[config.mk]
export PLATFORM = sky130hd
export DESIGN_NAME = spq_cell
export DESIGN_NICKNAME = d
export VERILOG_FILES = /design/src/sv/spq_pkg.sv /design/src/sv/spq_cell.sv
export SDC_FILE = /design/constraint.sdc
export NUM_CORES = 1
export LEC_CHECK = 0
export BUFFER_PORTS_ARGS = -buffer_cell sky130_fd_sc_hd__buf_2
export CAP_MARGIN = 20
export CORE_ASPECT_RATIO = 1.1
export CORE_MARGIN = 2
export CORE_UTILIZATION = 42
export CTS_CLUSTER_SIZE = 10
export DETAILED_ROUTE_END_ITERATION = 12
export PLACE_DENSITY = 0.8
export REMOVE_ABC_BUFFERS = 1
export SETUP_SLACK_MARGIN = 0.1
export SYNTH_ARGS = -nofsm -noshare
export SYNTH_HDL_FRONTEND = slang
export SYNTH_SLANG_ARGS = --single-unit
[constraint.sdc]
create_clock -name clk -period 12.4 [get_ports clk]
set_input_delay 2.48 -clock clk [delete_from_list [all_inputs] [get_ports clk]]
set_output_delay 2.48 -clock clk [all_outputs]
set_load 0.005 [all_outputs]
[src/sv/spq_pkg.sv]
package spq_pkg;

	localparam int KEY_W        = 17;
	localparam int TAG_W        = 16;
	localparam int COUNT_W      = 10;
	localparam int CAPACITY_DEF = 512;

	localparam logic KIND_INSERT = 1'b0;
	localparam logic KIND_REMOVE = 1'b1;

	typedef struct packed {
		logic [KEY_W-1:0] key;
		logic [TAG_W-1:0] tag;
	} spq_entry_t;

	// Broadcast to every cell in the chain for the operation taking effect this cycle.
	typedef struct packed {
		logic       ins;
		logic       rem;
		spq_entry_t entry;
	} spq_ctrl_t;

endpackage

[src/sv/spq_cell.sv]
module spq_cell (
	input  logic                clk,
	input  spq_pkg::spq_ctrl_t  ctrl,
	input  logic                occupied,
	input  logic                above_ge,
	input  spq_pkg::spq_entry_t above,
	input  spq_pkg::spq_entry_t below,
	output spq_pkg::spq_entry_t entry,
	output logic                ge
);

	spq_pkg::spq_entry_t entry_q;
	spq_pkg::spq_entry_t entry_d;

	// The chain is kept in descending order, so an occupied cell whose key is not
	// smaller than the new key stays put and the new entry lands just after it.
	assign ge    = occupied && (entry_q.key >= ctrl.entry.key);
	assign entry = entry_q;

	always_comb begin
		entry_d = entry_q;
		if (ctrl.rem) begin
			entry_d = below;
		end else if (ctrl.ins && !ge) begin
			if (above_ge) begin
				entry_d = ctrl.entry;
			end else begin
				entry_d = above;
			end
		end
	end

	always_ff @(posedge clk) begin
		entry_q <= entry_d;
	end

endmodule

# [Word-level counts from Yosys, hierarchy flattened]
# Index checks and enable logic that the tools add are counted.
[word_totals] register_bits=33 output_inout_bits=34
[classes] reduce_logical=4 mux=3 n_lt_le_gt_ge=1
[ops] op="$mux W33" n=3
[ops] op="$ge A17 B17 Y1" n=1
[ops] op="$logic_and A1 B1 Y1" n=2
[ops] op="$reduce_bool A2 Y1" n=1
[ops] op="$logic_not A1 Y1" n=1

# [Longest topological paths before layout]
# Gate-level depths: netlist (run 1).
[logic_depth] ltp_word=6 depth_mapped=7 depth_no_buf=7

# [Worst setup path before layout (run 1)]
# OpenSTA, ideal clock, no wires.
[synth_path] path_type="in2reg" start="in ctrl[31] in the netlist's numbering" end="reg entry_q, in the netlist entry[0] (enable)" arrival_ns=5.775 cell_stages=7 n_path_buf=0 slack_ns=6.156 setup_time_ns=0.469 path_cell_list="inv_1 > ha_1 > nand4_1 > nor3_1 > a221oi_1 > o211ai_1 > o21ai_0"
[synth_between] elab_chain_cells=5
[synth_rtl] item="start: declaration" line="spq_cell.sv:3" text="input spq_pkg::spq_ctrl_t ctrl,"
[synth_rtl] item="$ge A17 B17 Y1" line="spq_cell.sv:17" text="assign ge = occupied && (entry_q.key >= ctrl.entry.key);"
[synth_rtl] item="$logic_and A1 B1 Y1" line="spq_cell.sv:17"
[synth_rtl] item="$logic_not A1 Y1" line="spq_cell.sv:24" text="end else if (ctrl.ins && !ge) begin"
[synth_rtl] item="$logic_and A1 B1 Y1" line="spq_cell.sv:24"
[synth_rtl] item="$reduce_bool A2 Y1 (no source line)"
[synth_rtl] item="end signal: assignment" line="spq_cell.sv:34" text="entry_q <= entry_d;"
[synth_rtl] item="end: declaration" line="spq_cell.sv:12" text="spq_pkg::spq_entry_t entry_q;"
# No other way between the ends.
# A chain may end at the register's enable or synchronous reset.

# [Worst setup path after layout (run 1)]
[layout_path] start="in ctrl[22] in the netlist's numbering" end="out ge"
[layout_between] elab_chain_cells=2
[layout_rtl] item="$ge A17 B17 Y1" line="spq_cell.sv:17"
[layout_rtl] item="$logic_and A1 B1 Y1" line="spq_cell.sv:17"
[layout_rtl] item="end: declaration" line="spq_cell.sv:9" text="output logic ge"
# No other way between the ends.

==> results.toml, run 1 <==
[worst_setup_path]
start_kind = "input pin"
worstPathRequired_ns = 9.92
crit_slowest_cell = "ha_1"
critPathMaxStageDelay_ns = 0.30
crit_chain = "buf_2 -> inv_1 -> ha_1 -> a211oi_1 -> nor2_1 -> o31ai_1 -> o211ai_1 -> and2_1 -> buf_2"
cp_max_fo = 2
critPathCaptureType = "primary output"
arrival_ns = 3.97
worstSetupPathType = "in -> out"
crit_top_cell = "buf_2"

[job]
maxCapViolCount = 0

[yosys]
ys_types = 20
seq_area_frac_synth_pct = 47.0
ys_async_sr_fraction_pct = 0
syn_area_per_cell_sq_um = 10.2
synth_edf_count = 33
yosysTopAreaCellShare_pct = 47.0
syn_inst = 207
syn-cell-area_sq_um = 2110
synthFlopType = "edfxtp_1"
synth_largest_area_cell = "edfxtp_1"
ys_top_cells_by_area = "edfxtp_1 (47%), mux2i_1 (16%), ha_1 (10%)"
synth-seq-cells = 33
synth_warnings = 0

[sta]
hold_violations = 0
period_share_pct = 52.1
whs_ns = 1.27
report.final.setup_viol = 0
setup_ws_ns = 5.95
fmax_mhz = 155
slew_headroom_pct = 29.6
period_minus_slack_ns = 6.45
finalMaxSlewViolations = 0
worst_pin_slew_ns = 1.05
tns_ns = 0
rsz0062_at_grt = "no"
clock_skew_ns = 0.00761

[layout]
fin_area_sq_um = 2910
n_antenna_cell = 0
largest_register_ffs = 33
layout_commonest_cell = "buf_2"
drive_gt1_share_pct = 42.5
final_cell_mix = "buf_2 (137), nand2_1 (37), o21ai_0 (35)"
area_growth_pct = 37.9
nets = 462

[routing]
drtAntennaViolNets = 0
wl_per_cell_microns = 12.5
initialDrtViolationCount = 56
route.detailed.drc = 0
dr.pass1.iters = 4
num_vias = 1950
finalWirelength_mm = 5.01
via_per_inst = 4.89

[power]
powerDensity_nw_per_um2 = 100
power_leakage_nw = 1.52
peakVddDrop_v = 0.0000540

[min_path]
hold_path.class = "reg -> reg"

[run_status]
outcome = "finished, final reports clean"

[place]
placed_area_sq_um = 2830
numPortBuffers = 137
dp_hpwl_mm = 3.94
post-place-ws_ns = 5.91
place_congestion = 0.737

[clocking]
cts_resized = 0
cts_setup_buffers = 0
h-tree-depth = 2
cts_made_buffers = 5
worst_setup_hold_path_clk_slew_ns = 0.07
cts_buffer_depth = 2
postCtsHoldBufs = 0
cts_tree = "built"
clock_sinks = 33
clk_latency_ns = 0.28
root_buffer = "clkbuf_8"

[floorplan]
num_rows = 27
coreArea_sq_um = 4930
die_width_microns = 71.6
start_util_pct = 42.7
boundaryPins = 138
dieHeight_microns = 78.3
dieArea_sq_um = 5600

[global_routing]
track_usage_pct = 18.3
antenna_found_initial = 0
grt_pass1_vias = 1900
gr-total-overflow = 0
grt_pass1_wl_mm = 7.96
grt_start_max_net_pins = 54
power breakdown:
part | internal (mW) | switching, mW | leakage (nW)
Combinational | 0.0364 | 0.0371 | 1.14
Clock | 0.0378 | 0.0364 | 0.0387
Sequential | 0.140 | 0.00472 | 0.342
Total | 0.214 | 0.0781 | 1.52
cell families after synthesis:
| family | Yosys count | synth area share, % |
|---|---|---|
| AND/OR/NAND/NOR | 46 | 8.78 |
| buffers and inverters | 31 | 6.17 |
| multiplexers | 33 | 15.7 |
| AO/OA/AOI/OAI | 47 | 12.3 |
| adder cells (fa/ha/maj) | 17 | 10.1 |
| flip-flops | 33 | 47.0 |
cells in the mapped netlist (2+ instances only):
master	number
mux2i_1	33
edfxtp_1	33
inv_1	20
o21ai_0	36
buf_4	3
nor2_1	3
nand4_1	3
buf_2	2
ha_1	17
clkbuf_1	6
a211oi_1	2
a21oi_1	5
nand2_1	37
per-stage QoR:
step	cells	power [mW]	utilization (%)
after floorplan	196	0.179	-
after global placement	392	0.219	57.4
after detailed placement	392	0.221	57.4
after CTS	399	0.296	58.9
after global routing	399	0.311	58.9
final	399	0.292	58.9
layout make-up:
class / count / area [sq um]
Timing Repair Buffer: 138 / 693
Clock buffer: 6 / 72.6
Multi-Input combinational cell: 143 / 998
Sequential cell: 33 / 991
Clock inverter: 1 / 3.75
Tap cell: 58 / 72.6
Inverter: 20 / 75.1
Fill cell: 427 / 2030
metal layers:
metal / GRT usage (%) / share of wire, % / vias up
li1: - / - / 1003
met1: 20.4 / 41 / 856
met2: 32.2 / 50 / 83
met3: 5.65 / 7.5 / 8
met4: 7.36 / 1.5 / 0
met5: 0 / 0 / -
path summary, 6_finish.rpt:
path / start / endpoint / slack [ns] / depth (start not counted)
setup / recovery: ctrl[22] / ge / 5.95 / 9
hold / removal: entry[32] / entry[19] / 1.27 / 4
setup reg to reg: entry[18] / entry[13] / 9.71 / 6
hold reg to reg: entry[32] / entry[19] / 1.27 / 4
critical path: cells and delay by family:
kind / cells / cell delay, ns
AOI/OAI and AO/OA: 3 / 0.66
adders and majority gates: 1 / 0.30
buffers and inverters: 3 / 0.26
and+or+nand+nor: 2 / 0.28
(Power assumes the default switching activity.)
==> run 2: changes to the inputs <==
==> constraint.sdc (replaced) <==
create_clock -name clk -period 6.5 [get_ports clk]
set_input_delay 1.3 -clock clk [delete_from_list [all_inputs] [get_ports clk]]
set_output_delay 1.3 -clock clk [all_outputs]
set_load 0.005 [all_outputs]
==> results.toml, run 2 (synthesis results as in run 1) <==
[sta]
slew_headroom_pct = 30.0
tns_ns = 0
setup_ws_ns = 2.39
fmax_mhz = 243
hold_violations = 0
worst_pin_slew_ns = 1.05
period_minus_slack_ns = 4.11
report.final.setup_viol = 0
period_share_pct = 63.2
finalMaxSlewViolations = 0
clock_skew_ns = 0.00705
rsz0062_at_grt = "no"

[floorplan]
boundaryPins = 138
dieHeight_microns = 78.3
die_width_microns = 71.6
num_rows = 27
dieArea_sq_um = 5600
start_util_pct = 42.7
coreArea_sq_um = 4930

[clocking]
cts_resized = 0
clock_sinks = 33
worst_setup_hold_path_clk_slew_ns = 0.07
postCtsHoldBufs = 0
cts_setup_buffers = 0
root_buffer = "clkbuf_8"
cts_tree = "built"
h-tree-depth = 2
cts_made_buffers = 5
clk_latency_ns = 0.28
cts_buffer_depth = 2

[place]
post-place-ws_ns = 2.37
place_congestion = 0.737
numPortBuffers = 137
dp_hpwl_mm = 3.98

[power]
p_seq_share_pct = 49.3
sw_frac_of_total_pct = 27.0
pwr-share-comb_pct = 25.1
internal-power_uw = 408
peakVddDrop_v = 0.000105
powerDensity_nw_per_um2 = 192
power_leakage_nw = 1.52
p_sw_uw = 151
clockPowerShare_pct = 25.7

[layout]
n_fill_cell = 435
layout_commonest_cell = "buf_2"
nets = 462
final_cell_mix = "buf_2 (137), nand2_1 (37), o21ai_0 (35)"
largest_register_ffs = 33
area_growth_pct = 37.9
drive_gt1_share_pct = 42.5
n_antenna_cell = 0

[min_path]
hold_path.class = "reg -> reg"
worstHoldStart = "entry[32]"
whs_path_depth = 4
holdPathEnd = "entry[19]"

[global_routing]
antenna_found_initial = 0
grt_pass1_vias = 1864
gr-total-overflow = 0
grt_start_max_net_pins = 54
track_usage_pct = 18.0
grt_pass1_wl_mm = 7.86

[worst_setup_path]
arrival_ns = 2.81
r2r_cells = 6
worstPathRequired_ns = 5.20
rrSetupSlack_ns = 3.81
start_kind = "input pin"
cp_max_fo = 2
r2r-end = "entry[13]"
rr_startpoint = "entry[22]"
worstSetupPathType = "in -> out"
critPathCaptureType = "primary output"

[run_status]
outcome = "finished, final reports clean"

[routing]
num_vias = 1954
via_per_inst = 4.90
route.detailed.drc = 0
initialDrtViolationCount = 48
drtAntennaViolNets = 0
dr.pass1.iters = 4
wl_per_cell_microns = 12.6
finalWirelength_mm = 5.01

[job]
maxCapViolCount = 0
-- run 2: cell counts in the layout (fill, tap and decap cells not counted) --
No cell type changed its count.
-- run 2: worst max path at each step --
| stage | startpoint | endpoint | slack, ns |
|---|---|---|---|
| detailed placement | ctrl[22] | ge | 2.37 |
| CTS | ctrl[22] | ge | 2.36 |
| global route | ctrl[30] | ge | 2.26 |
| floorplan | ctrl[31] | entry[0] | 1.44 |
| finish | ctrl[22] | ge | 2.39 |
| global placement | ctrl[23] | ge | 2.36 |
-- run 2: final cells by class --
cell class | count | area [sq um] | area share [%]
Multi-Input combinational cell | 143 | 998 | 34.4
Sequential cell | 33 | 991 | 34.1
Clock inverter | 1 | 3.75 | 0.129
Clock buffer | 6 | 72.6 | 2.50
Timing Repair Buffer | 138 | 693 | 23.8
Tap cell | 58 | 72.6 | 2.50
Inverter | 20 | 75.1 | 2.58
-- run 2: worst max-delay path, stage by stage --
cell and delay, ns:
buf_2 0.10, inv_1 0.04, ha_1 0.29, nand4_1 0.16
a2111oi_2 0.36, o31ai_1 0.11, o211ai_1 0.17, and2_1 0.17
buf_2 0.10
-- run 2: power groups by stage --
| stage | clock (mW) | sequential (mW) | combinational (mW) |
|---|---|---|---|
| global placement | 0 | 0.279 | 0.138 |
| CTS | 0.148 | 0.276 | 0.143 |
| finish | 0.143 | 0.275 | 0.140 |
| detailed placement | 0 | 0.280 | 0.143 |
| global route | 0.156 | 0.279 | 0.158 |
| floorplan | 0 | 0.285 | 0.0560 |
-- run 2: layer usage --
metal	global-route usage, %	share of wire [%]	vias up
li1	-	-	1005
met1	20.0	40	858
met2	31.9	50	82
met3	5.78	8.2	9
met4	6.60	1.6	0
met5	0	0	-
-- run 2: per-stage QoR --
stage | hold WS [ns] | std cells | instance area [sq um] | utilization (%) | total power [mW]
after CTS | 1.29 | 399 | 2910 | 58.9 | 0.566
after global placement | 1.28 | 392 | 2830 | 57.4 | 0.417
final | 1.28 | 399 | 2910 | 58.9 | 0.559
after floorplan | 1.49 | 196 | 2050 | - | 0.341
after global routing | 1.30 | 399 | 2910 | 58.9 | 0.593
after detailed placement | 1.29 | 392 | 2830 | 57.4 | 0.423
==> run 3: changes to the inputs <==
--- a/config.mk
+++ b/config.mk
@@ -9,10 +9,10 @@
 export CAP_MARGIN = 20
 export CORE_ASPECT_RATIO = 1.1
 export CORE_MARGIN = 2
-export CORE_UTILIZATION = 42
+export CORE_UTILIZATION = 38
 export CTS_CLUSTER_SIZE = 10
 export DETAILED_ROUTE_END_ITERATION = 12
-export PLACE_DENSITY = 0.8
+export PLACE_DENSITY = 0.76
 export REMOVE_ABC_BUFFERS = 1
 export SETUP_SLACK_MARGIN = 0.1
 export SYNTH_ARGS = -nofsm -noshare
==> constraint.sdc (replaced) <==
create_clock -name clk -period 3.7 [get_ports clk]
set_input_delay 0.74 -clock clk [delete_from_list [all_inputs] [get_ports clk]]
set_output_delay 0.74 -clock clk [all_outputs]
set_load 0.005 [all_outputs]
==> results.toml, run 3 (synthesis results as in run 1) <==
[worst_setup_path]
worstPathRequired_ns = 2.96
start_kind = "input pin"
r2r_cells = 7
critPathMaxStageDelay_ns = 0.37
worstSetupPathType = "in -> out"
cp.depth = 9
path_buf_inv = 3
arrival_ns = 2.25
crit_slowest_cell = "a2111oi_2"
critPathCaptureType = "primary output"
crit_top_cell = "buf_2"
cp_top_family = "compound AO/OA/AOI/OAI gates"
cp_max_fo = 2
crit_chain = "buf_2 -> inv_1 -> ha_1 -> nand4_1 -> a2111oi_2 -> o31ai_1 -> o211ai_1 -> and2_1 -> buf_2"

[routing]
wl_per_cell_microns = 12.7
route.detailed.drc = 0
num_vias = 1998
via_per_inst = 4.79
dr.pass1.iters = 4
finalWirelength_mm = 5.30
drtAntennaViolNets = 0
initialDrtViolationCount = 33

[clocking]
cts_tree = "built"
worst_setup_hold_path_clk_slew_ns = 0.06
root_buffer = "clkbuf_8"
cts_resized = 0
cts_buffer_depth = 2
cts_setup_buffers = 0
clock_sinks = 33
h-tree-depth = 2
cts_made_buffers = 5
postCtsHoldBufs = 0
clk_latency_ns = 0.28

[floorplan]
boundaryPins = 138
dieArea_sq_um = 6160
start_util_pct = 39.3
dieHeight_microns = 82.1
die_width_microns = 75.0
coreArea_sq_um = 5360
num_rows = 28

[layout]
fin_cells = 417
area_growth_pct = 39.2
largest_register_ffs = 33
drive_gt1_share_pct = 42.7
nets = 463
final_cell_mix = "buf_2 (137), nand2_1 (37), o21ai_0 (35)"
layout_commonest_cell = "buf_2"
n_antenna_cell = 0

[power]
internal-power_uw = 718
power_leakage_nw = 1.53
p_seq_share_pct = 49.3
p_sw_uw = 265
clockPowerShare_pct = 25.3
peakVddDrop_v = 0.000200
powerDensity_nw_per_um2 = 335
sw_frac_of_total_pct = 27.0
pwr-share-comb_pct = 25.4

[global_routing]
grt_pass1_vias = 1955
antenna_found_initial = 0
grt_start_max_net_pins = 40
track_usage_pct = 17.5
gr-total-overflow = 0
grt_pass1_wl_mm = 8.20

[place]
placed_cells = 410
numPortBuffers = 137
place_congestion = 0.762
dp_hpwl_mm = 4.16

[sta]
worst_pin_slew_ns = 1.01
slew_headroom_pct = 33.0
finalMaxSlewViolations = 0
tns_ns = 0
fmax_mhz = 335
period_minus_slack_ns = 2.99
hold_violations = 0
rsz0062_at_grt = "no"
period_share_pct = 80.7
report.final.setup_viol = 0
clock_skew_ns = 0.00627

[min_path]
hold_path.class = "in -> reg"
whs_path_depth = 3

[run_status]
outcome = "finished, final reports clean"

[job]
maxCapViolCount = 0
-- run 3: cell count changes in the layout (fill, tap and decap cells not counted), sizes merged --
| cell | previous run | this run |
|---|---|---|
| buf | 138 | 139 |
-- run 3: worst paths after layout --
kind | startpoint | end | slack, ns
min reg2reg | entry[32] | entry[17] | 1.26
min | below[11] | entry[11] | 0.74
max | ctrl[23] | ge | 0.71
max reg2reg | entry[22] | entry[9] | 1.35
-- run 3: layout make-up --
type	instances	area, sq um
clock buffer	6	72.6
clock inverter	1	3.75
fill	479	2420
inverter	20	75.1
multi-input combinational	143	998
sequential	33	991
tap	75	93.8
timing repair buffer	139	701
-- run 3: tightest hold or removal path, stage by stage --
cell	delay, ns
buf_2	0.07
nand2_1	0.04
o21ai_0	0.05
-- run 3: metal layers --
layer	share of wire (%)	vias up	track usage [%]	wire length (microns)
met2	53	81	33.1	2790
met4	1.7	0	5.89	88
met5	0	-	0	0
met1	38	901	18.4	2010
met3	7.7	8	4.85	409
li1	-	1008	-	-
-- run 3: power groups by stage --
stage,logic [mW],registers [mW],clock network (mW)
4_1_cts,0.254,0.485,0.258
5_1_grt,0.286,0.490,0.272
3_5_place_dp,0.253,0.493,0
2_1_floorplan,0.0984,0.500,0
6_report,0.249,0.484,0.249
3_3_place_gp,0.246,0.490,0
-- run 3: metrics by stage --
stage                     utilization [%]  worst slack, ns  power (mW)  instance area [sq um]  hold WS, ns
final                                54.8            0.713       0.983                   2940        0.737
after CTS                            54.8            0.678       0.998                   2940        0.729
after detailed placement             53.3            0.684       0.746                   2860         1.02
after global routing                 54.8            0.609        1.05                   2940        0.755
after global placement               53.3            0.682       0.736                   2860         1.02
after floorplan                         -           -0.804       0.598                   2050        0.927
